<file path="config.mk">
export PLATFORM = sky130hd
export DESIGN_NAME = signed_restoring_divider
export DESIGN_NICKNAME = d
export VERILOG_FILES = /design/src/hdl/srdiv_pkg.sv /design/src/hdl/srdiv_core.sv /design/src/hdl/signed_restoring_divider.sv
export SDC_FILE = /design/constraint.sdc
export NUM_CORES = 1
export LEC_CHECK = 0
export BUFFER_PORTS_ARGS = -buffer_cell sky130_fd_sc_hd__buf_2
export CELL_PAD_IN_SITES_DETAIL_PLACEMENT = 1
export CELL_PAD_IN_SITES_GLOBAL_PLACEMENT = 1
export CORE_UTILIZATION = 35
export CTS_CLUSTER_SIZE = 40
export DETAILED_ROUTE_END_ITERATION = 10
export MAX_ROUTING_LAYER = met4
export PLACE_DENSITY_LB_ADDON = 0.08
export SLEW_MARGIN = 20
export SYNTH_ARGS = -nofsm -noshare
export SYNTH_HDL_FRONTEND = slang
export SYNTH_HIERARCHICAL = 1
export SYNTH_SLANG_ARGS = --single-unit
</file>
<file path="constraint.sdc">
create_clock -name i_clk -period 5 [get_ports i_clk]
set_input_delay 0.75 -clock i_clk [delete_from_list [all_inputs] [get_ports i_clk]]
set_output_delay 0.75 -clock i_clk [all_outputs]
set_load 0.01 [all_outputs]
</file>
<file path="src/hdl/srdiv_pkg.sv">
// Shared types and constants for the signed restoring divider.
package srdiv_pkg;

    // Width of the dividend, divisor and quotient fields at the ports
    localparam int FIELD_W = 64;

    // Status from the iterative divide unit to the sequencer
    typedef struct packed {
        logic busy;   // steps still in progress
        logic done;   // one-cycle pulse after the last step
    } t_div_status;

endpackage

</file>
<file path="src/hdl/srdiv_core.sv">
// Iterative unsigned restoring divide unit: one quotient bit per cycle.
module srdiv_core #(
    parameter int DATA_WIDTH = 64
) (
    input  logic                      i_clk,
    input  logic                      i_rst_n,
    input  logic                      i_start,
    input  logic [DATA_WIDTH-1:0]     i_num,
    input  logic [DATA_WIDTH-1:0]     i_den,
    output logic [DATA_WIDTH-1:0]     o_quo,
    output srdiv_pkg::t_div_status    o_status
);
    import srdiv_pkg::*;

    localparam int CNT_W = (DATA_WIDTH > 1) ? $clog2(DATA_WIDTH) : 1;

    logic [DATA_WIDTH-1:0] r_num, n_num;
    logic [DATA_WIDTH-1:0] r_den;
    logic [DATA_WIDTH-1:0] r_rem, n_rem;
    logic [DATA_WIDTH-1:0] r_quo, n_quo;
    logic [CNT_W-1:0]      r_cnt;
    logic                  r_busy;
    logic                  r_done;

    logic [DATA_WIDTH:0]   w_shift;
    logic [DATA_WIDTH:0]   w_diff;
    logic                  w_take;

    // Shared shift/subtract: bring down the next numerator bit, trial subtract
    always_comb begin
        w_shift = {r_rem, r_num[DATA_WIDTH-1]};
        w_diff  = w_shift - {1'b0, r_den};
        w_take  = ~w_diff[DATA_WIDTH];
        n_rem   = w_take ? w_diff[DATA_WIDTH-1:0] : w_shift[DATA_WIDTH-1:0];
        n_quo   = {r_quo[DATA_WIDTH-2:0], w_take};
        n_num   = {r_num[DATA_WIDTH-2:0], 1'b0};
    end

    // Step counter and working registers
    always_ff @(posedge i_clk) begin
        if (!i_rst_n) begin
            r_busy <= 1'b0;
            r_done <= 1'b0;
            r_cnt  <= '0;
        end else begin
            r_done <= 1'b0;
            if (i_start) begin
                r_busy <= 1'b1;
                r_cnt  <= '0;
            end else if (r_busy) begin
                r_cnt <= r_cnt + 1'b1;
                if (r_cnt == CNT_W'(DATA_WIDTH - 1)) begin
                    r_busy <= 1'b0;
                    r_done <= 1'b1;
                end
            end
        end
    end

    // Payload registers need no reset
    always_ff @(posedge i_clk) begin
        if (i_start) begin
            r_num <= i_num;
            r_den <= i_den;
            r_rem <= '0;
            r_quo <= '0;
        end else if (r_busy) begin
            r_num <= n_num;
            r_rem <= n_rem;
            r_quo <= n_quo;
        end
    end

    assign o_quo           = r_quo;
    assign o_status.busy   = r_busy;
    assign o_status.done   = r_done;

endmodule

</file>
<file path="src/hdl/signed_restoring_divider.sv">
// Top level of the signed restoring divider: sequencer, sign handling, output register.
//
// Input channel: i_valid / o_stall carry a request of i_dividend and i_divisor
// (signed 64-bit fields); it is taken at a rising edge with i_valid high and
// o_stall low. Only the low DATA_WIDTH bits are used, read as two's complement.
// Output channel: o_valid / i_stall carry o_quotient, truncated toward zero and
// sign-extended from DATA_WIDTH bits. A zero divisor gives 0; the most negative
// value over -1 saturates to the largest positive value.
// Path: a request taken in idle has its magnitudes formed, runs through the
// shift/subtract unit, has that unit's finish detected and its sign fixed, and
// then enters the output register, where o_valid rises.
// Issue: a new request is taken only after the last one has left the finish
// state, as the single shift/subtract unit gives one quotient bit per cycle;
// o_stall is high while a request is in progress.
// Receiver stall: o_quotient holds while i_stall is high; a new request may be
// taken and worked on meanwhile, its result waiting for the output register.
// Reset (i_rst_n low, synchronous): the sequencer returns to idle, the output
// is emptied and any request in progress is dropped.
module signed_restoring_divider #(
    parameter int DATA_WIDTH = 64
) (
    input  logic                               i_clk,
    input  logic                               i_rst_n,
    input  logic                               i_valid,
    output logic                               o_stall,
    input  logic signed [srdiv_pkg::FIELD_W-1:0] i_dividend,
    input  logic signed [srdiv_pkg::FIELD_W-1:0] i_divisor,
    output logic                               o_valid,
    input  logic                               i_stall,
    output logic signed [srdiv_pkg::FIELD_W-1:0] o_quotient
);
    import srdiv_pkg::*;

    typedef enum logic [1:0] {
        S_IDLE,
        S_MAG,
        S_RUN,
        S_FIN
    } t_state;

    t_state                r_state;
    logic [DATA_WIDTH-1:0] r_a;
    logic [DATA_WIDTH-1:0] r_b;
    logic                  r_neg_diff;
    logic                  r_den_zero;
    logic                  r_out_valid;
    logic [FIELD_W-1:0]    r_quotient;

    logic                  w_accept;
    logic                  w_out_free;
    logic                  w_neg_a;
    logic                  w_neg_b;
    logic [DATA_WIDTH-1:0] w_mag_a;
    logic [DATA_WIDTH-1:0] w_mag_b;
    logic                  w_start;
    logic [DATA_WIDTH-1:0] w_core_quo;
    t_div_status           w_status;
    logic signed [DATA_WIDTH-1:0] w_res;

    assign w_accept   = i_valid && (r_state == S_IDLE);
    assign w_out_free = !r_out_valid || !i_stall;
    assign w_start    = (r_state == S_MAG);

    // Magnitudes of the captured operands
    always_comb begin
        w_neg_a = r_a[DATA_WIDTH-1];
        w_neg_b = r_b[DATA_WIDTH-1];
        w_mag_a = w_neg_a ? (~r_a + 1'b1) : r_a;
        w_mag_b = w_neg_b ? (~r_b + 1'b1) : r_b;
    end

    srdiv_core #(
        .DATA_WIDTH (DATA_WIDTH)
    ) u_core (
        .i_clk    (i_clk),
        .i_rst_n  (i_rst_n),
        .i_start  (w_start),
        .i_num    (w_mag_a),
        .i_den    (w_mag_b),
        .o_quo    (w_core_quo),
        .o_status (w_status)
    );

    // Sign fix-up: zero divisor, negation, saturation of the one overflow case
    always_comb begin
        if (r_den_zero) begin
            w_res = '0;
        end else if (r_neg_diff) begin
            w_res = signed'(~w_core_quo + 1'b1);
        end else if (w_core_quo[DATA_WIDTH-1]) begin
            w_res = signed'({1'b0, {(DATA_WIDTH-1){1'b1}}});
        end else begin
            w_res = signed'(w_core_quo);
        end
    end

    // Sequencer with operand capture and output register
    always_ff @(posedge i_clk) begin
        if (!i_rst_n) begin
            r_state     <= S_IDLE;
            r_out_valid <= 1'b0;
        end else begin
            // drained result; the finish state refills the register itself
            if (r_out_valid && !i_stall && (r_state != S_FIN)) begin
                r_out_valid <= 1'b0;
            end
            case (r_state)
                S_IDLE: begin
                    if (w_accept) begin
                        r_a     <= i_dividend[DATA_WIDTH-1:0];
                        r_b     <= i_divisor[DATA_WIDTH-1:0];
                        r_state <= S_MAG;
                    end
                end
                S_MAG: begin
                    r_neg_diff <= w_neg_a ^ w_neg_b;
                    r_den_zero <= (r_b == '0);
                    r_state    <= S_RUN;
                end
                S_RUN: begin
                    if (w_status.done) begin
                        r_state <= S_FIN;
                    end
                end
                S_FIN: begin
                    if (w_out_free) begin
                        r_quotient  <= FIELD_W'(w_res);
                        r_out_valid <= 1'b1;
                        r_state     <= S_IDLE;
                    end
                end
                default: begin
                    r_state <= S_IDLE;
                end
            endcase
        end
    end

    assign o_stall    = (r_state != S_IDLE);
    assign o_valid    = r_out_valid;
    assign o_quotient = signed'(r_quotient);

`ifndef SYNTHESIS
    // The divide unit only finishes while the sequencer waits for it
    a_done_in_run: assert property (@(posedge i_clk) disable iff (!i_rst_n)
        w_status.done |-> (r_state == S_RUN))
        else $error("divide unit finished outside the run state");

    // The divide unit is never stepping while the sequencer is idle
    a_idle_not_busy: assert property (@(posedge i_clk) disable iff (!i_rst_n)
        (r_state == S_IDLE) |-> !w_status.busy)
        else $error("divide unit busy while idle");

    // A taken request moves straight to magnitude formation
    a_accept_to_mag: assert property (@(posedge i_clk) disable iff (!i_rst_n)
        (i_valid && !o_stall) |=> (r_state == S_MAG))
        else $error("request taken but sequencer did not start");

    // Operands of like sign never give a negative quotient
    a_like_sign_pos: assert property (@(posedge i_clk) disable iff (!i_rst_n)
        ((r_state == S_FIN) && !r_neg_diff && w_out_free) |=> !o_quotient[FIELD_W-1])
        else $error("negative quotient from operands of like sign");
`endif

endmodule
</file>
# Word level (Yosys, flattened, before mapping)

Cells that the tools add are included.

Input port bits: 132
Register bits: 461
Output and inout port bits: 66
Logic and storage cells: 69

Add/subtract/negate cells: 5
Bitwise operators: 7
Multiplexer cells: 18
Equality and inequality tests: 8
Reduce and logical (&&, ||, !) cells: 16

Operators with widths:

| cell                  | number |
|---|---|
| $mux 64               | 5 |
| $add 64x1->64 const B | 3 |
| $not 64->64           | 3 |
| $mux 63               | 2 |
| $sub 65x64->65        | 1 |
| $logic_not 64->1      | 1 |
| $reduce_and 3->1      | 3 |
| $pmux 2 s4            | 1 |
| $mux 1                | 7 |
| $add 6x1->6 const B   | 1 |
| $eq 6x6->1 const B    | 1 |
| $mux 2                | 3 |
| $ne 2x2->1 const B    | 3 |
| $eq 2x2->1 const B    | 2 |
| $reduce_bool 2->1     | 2 |
| $logic_and 1x1->1     | 3 |
| $not 1->1             | 3 |
| $reduce_or 3->1       | 1 |
| $eq 2x1->1 const B    | 1 |
| $logic_not 1->1       | 2 |
| $logic_not 2->1       | 1 |
| $ne 2x1->1 const B    | 1 |
| $reduce_and 2->1      | 1 |
| $reduce_or 2->1       | 1 |
| 2 further kinds       | 2 |

# Depth between registers and ports, before layout

Depth in word-level cells: 6
Depth in mapped cells: 16
Gate-level depth less buffers: 13

# Hierarchy

The synthesis kept the hierarchy.

Modules (own cells, without submodules):

| module                   | area each (sq um) | seq. area each (sq um) | instances | cells each |
|---|---|---|---|---|
| srdiv_core               | 14417.6           | 6566.3                 | 1         | 1484 |
| signed_restoring_divider | 10966.8           | 5885.6                 | 1         | 1009 |

# Worst setup path after synthesis

No wires, ideal clock.

Path type: input to register
Start point: input port i_rst_n
End point: register r_quotient[0] (netlist: o_quotient[0]) (enable)
Slack: 0.582 ns
Library setup time: 0.507 ns
Stages on the path: 2
Buffers on the path: 0
Arrival: 3.911 ns
Data required time: 4.493 ns
Cells stage by stage: nand2_1 a21oi_1

Cells in the longest elaborated chain, start to end: 1

RTL lines:

| element                           | line                            | source |
|---|---|---|
| from (decl)                       | signed_restoring_divider.sv:23  | `input logic i_rst_n,` |
| $reduce_and 3->1 (no source line) | -                               |  |
| to (signal assigned)              | signed_restoring_divider.sv:127 | `r_quotient <= FIELD_W'(w_res);` |
| to (decl)                         | signed_restoring_divider.sv:47  | `logic [FIELD_W-1:0] r_quotient;` |

Every way passes these cells.
A chain may end at the register's enable or synchronous reset.

# Worst setup path after layout

Start point: register u_core.r_den[31]
End point: register u_core.r_rem[17]

Cells in the longest elaborated chain, start to end: 2

RTL lines:

| element                | line             | source |
|---|---|---|
| from (decl)            | srdiv_core.sv:18 | `logic [DATA_WIDTH-1:0] r_den;` |
| from (signal assigned) | srdiv_core.sv:64 | `r_den <= i_den;` |
| $sub 65x64->65         | srdiv_core.sv:32 | `w_diff = w_shift - {1'b0, r_den};` |
| $mux 64                | srdiv_core.sv:34 | `n_rem = w_take ? w_diff[DATA_WIDTH-1:0] : w_shift[DATA_WIDTH-1:0];` |
| to (signal assigned)   | srdiv_core.sv:69 | `r_rem <= n_rem;` |
| to (decl)              | srdiv_core.sv:19 | `logic [DATA_WIDTH-1:0] r_rem, n_rem;` |

Every way passes these cells.

==> results <==
- The die area is between 70,000 and 80,000 µm².
- Across the VDD grid, the largest voltage drop is 313.0 µV.
- The number of nets handed over by synthesis was 2,697.
- During placement, the flow inserted port buffers numbering a little under 200.
- The total number of yosys warnings is 6.
- In this run the static leakage power is 10.73 nW.
- The combined flip-flop and latch cell area is roughly 12,000 µm².
- Cells with a size suffix above 1 make up 15.65% of the layout.
- Across the run, the number of max-cap violations was 0.
- On the critical path, the stage with the largest delay is an instance of or3_2.
- The worst path setup slack after routing is between 0.5 and 0.6 ns.
- After clock tree synthesis, the clock-pin slew on the worst setup and hold paths is 0.06 ns.
- The top-level port count is 198.
- The total area inside the core boundary comes to 71,610 µm².
- Of the total power, combinational logic draws 43.0%.
- Dividing total power by cell area gives a power density of approximately 600 nW/µm².
- In this run, post-CTS repair resized a total of 0 instances.
- The layout has around 8,000 filler cells.
- The floorplan step set the die width to about 270 µm.
- The tree is rooted in a clkbuf_16.
- The wire-length estimate of the detail-placed layout is 56,020 µm.
- The number of global-route vias before repair is 21,070.
- The switching share of power is between 30% and 40%.
- In the routed design, unresolved DRC markers number 0.
- In this run, CTS created clock tree buffers numbering 56.
- Using the TritonRoute via totals, the vias-per-cell ratio works out to 5.547.
- The maximum number of pins on one net before global-route repair is 98.
- The detail route stage leaves a number of antenna-violating nets equal to 0.
- The final critical-path share of the clock period is 89.06%.
- The hold path depth is 1.
- The cell family contributing the most delay on the critical path is compound AO/OA/AOI/OAI gates.
- The worst pin sits at a relative slew slack of 26.34%.
- Setup repair after global routing left no endpoint under its margin.
- In this run the vertical extent of the chip is 271.3 µm.
- Cells fill roughly two fifths of the core in the end.
- The worst endpoint required time is approximately 5.5 ns.
- The clock network is responsible for roughly a quarter of the overall power.
- The deepest level of the CTS H-tree is 2.
- At the worst endpoint, the arrival time is 4.97 ns.
- Compared with the post-synthesis result, the final layout area differs by 14.90%.
- A synthesized cell averages between 10 and 15 µm².
- The sort of element at the start of the critical path is a flip-flop.
- The number of placement rows is 98.
- The tightest min-delay check is of the in2reg type.
- The number of max-slew violations in the final report is 0.
- The highest attainable clock frequency is 224.6 MHz.
- The total iterations of the first detailed-routing run is 5.
- The starting DRC count in detailed routing is between 1,000 and 1,500.
- The average routed wire per standard cell is 21.24 µm.
- Counting cells, the worst reg-to-reg path comes to 13.
- Registers are responsible for 33.6% of the overall power.
- Buffers added to address setup during post-CTS repair amount to 0.
- The final setup violation count is 0.
- The shortest clock period the worst path allows after layout is 4.453 ns.
- The clock drives 461 sinks.
- The initial antenna violation count is 7.
- The critical path is of the reg2reg type.
- The mapped cell area is around 25,000 µm².
- At the later pin of the worst-skew pair, clock insertion delay measures 0.63 ns.
- Global routing used between 20% and 30% of the available tracks across all layers.
- The gate count after technology mapping is 2,492.
- The clock passes through at most 3 buffers.
- The worst-case clock skew is 0.01640 ns.
- The cell-internal power is between 0.01 and 0.015 W.
- For this run, the post-layout net count is 2,841.
- The worst setup timing slack at the placement stage is between 0.5 and 0.6 ns.
- TritonCTS built the clock tree.
- Among the stages of the critical path, the cell type that occurs most often is o211ai_1.
- Hold repair after CTS inserted 0 buffers.
- The aggregate global routing overflow is 0.
- The final layout contains routed wiring with a total length of 77,300 µm.
- The total vias in the final route is 20,190.
- Together, buffers and inverters on the worst path number 2.
- The delay of the slowest critical-path stage is 0.73 ns.
- In this run the power spent charging and discharging nets is 0.007025 W.
- For the pin with the worst max-slew slack, the measured transition is 1.096 ns.
- Adding up every negative setup slack in the final design gives 0 ns.
- The effective utilization at floorplan is 35.44%.
- The critical path goes through inv_1 > ha_1 > a21oi_1 > o211ai_1 > o211ai_1 > nand2b_1 > a2111oi_4 > nor2_2 > a211oi_2 > or3_2 > buf_4 > nand3_1 > a311oi_1.
- The first global-routing pass estimated 122,000 µm of wire.
- The final number of hold-violating endpoints is 0.
- The multi-input combinational cells in the finished layout cover a total of ~12,000 µm².
- The flop-to-flop setup slack is 0.55 ns.
- Of all nets on the critical path, the largest fanout is 28.
- The run finished with clean final reports.
- The placer congestion estimate is 0.9205.
- STA classifies the critical path endpoint as a flip-flop.
- The critical path runs through a total of 13 cells.
layout by cell type (no fill, tap or decap), types with 69 or more instances in the layout:
cell type / n
edfxtp_1: 322
nand3_1: 91
buf_2: 197
o21ai_0: 132
inv_1: 99
a21oi_1: 130
nand2_1: 149
dfxtp_1: 138
nor2_1: 237
a311oi_1: 75
mux2i_1: 69
ha_1: 71
xnor2_1: 160
path summary, 6_finish.rpt:
kind,start,endpoint
setup reg to reg,u_core/r_den[31]$_DFFE_PP_,u_core/r_rem[17]$_SDFFE_PP0P_
hold reg to reg,u_core/r_rem[62]$_SDFFE_PP0P_,u_core/r_rem[62]$_SDFFE_PP0P_
setup / recovery,u_core/r_den[31]$_DFFE_PP_,u_core/r_rem[17]$_SDFFE_PP0P_
hold / removal,i_dividend[21],r_a[21]$_DFFE_PP_
stage by stage:
stage | std cells | total power, W | instance area (µm²) | hold slack, ns
3_3_place_gp | 3528 | 0.01341 | 27280 | 0.4628
4_1_cts | 3634 | 0.01779 | 29140 | 0.2532
2_1_floorplan | 2492 | 0.01131 | 25380 | 0.4437
5_1_grt | 3640 | 0.01878 | 29160 | 0.2770
6_report | 3640 | 0.01763 | 29160 | 0.3005
3_5_place_dp | 3528 | 0.01355 | 27280 | 0.4784
metal layers:
metal	GRT usage, %	up-vias	part of all wire (%)
li1	-	9671	-
met1	28.71	10060	48
met2	33.98	362	46
met3	2.795	99	3.8
met4	5.500	0	2.1
met5	-	-	0
area by class of cell:
type,count,area share (%)
Clock buffer,71,5.068
Timing Repair Buffer,224,4.119
Multi-Input combinational cell,1793,41.36
Tap cell,950,4.076
Clock inverter,35,1.326
Inverter,100,1.287
Antenna cell,6,0.05149
Sequential cell,461,42.72
sequential cells by signal, indices dropped and copies added (netlist names):
signal and count:
o_quotient 64, o_valid 1, r_a 64, r_b 64, r_den_zero 1, r_neg_diff 1
r_state 2, u_core/o_quo 64, u_core/r_busy 1, u_core/r_cnt 6, u_core/r_den 64, u_core/r_done 1
u_core/r_num 64, u_core/r_rem 64
worst reg2reg max path: stages (launching register included):
cell       delay, ns
edfxtp_1        0.33
inv_1           0.04
ha_1            0.37
a21oi_1         0.21
o211ai_1        0.17
o211ai_1        0.42
nand2b_1        0.19
a2111oi_4       0.34
nor2_2          0.12
a211oi_2        0.54
or3_2           0.73
buf_4           0.43
nand3_1         0.13
a311oi_1        0.32
power by group through the flow:
| stage | Clock (W) | Combinational [W] | Sequential (W) |
|---|---|---|---|
| after floorplan | 0 | 0.00556 | 0.00575 |
| after global placement | 0 | 0.00746 | 0.00596 |
| after detailed placement | 0 | 0.00756 | 0.00599 |
| after CTS | 0.00427 | 0.00760 | 0.00593 |
| after global routing | 0.00439 | 0.00837 | 0.00603 |
| final | 0.00413 | 0.00757 | 0.00592 |
Note: power is estimated with default switching activity, not from simulation.
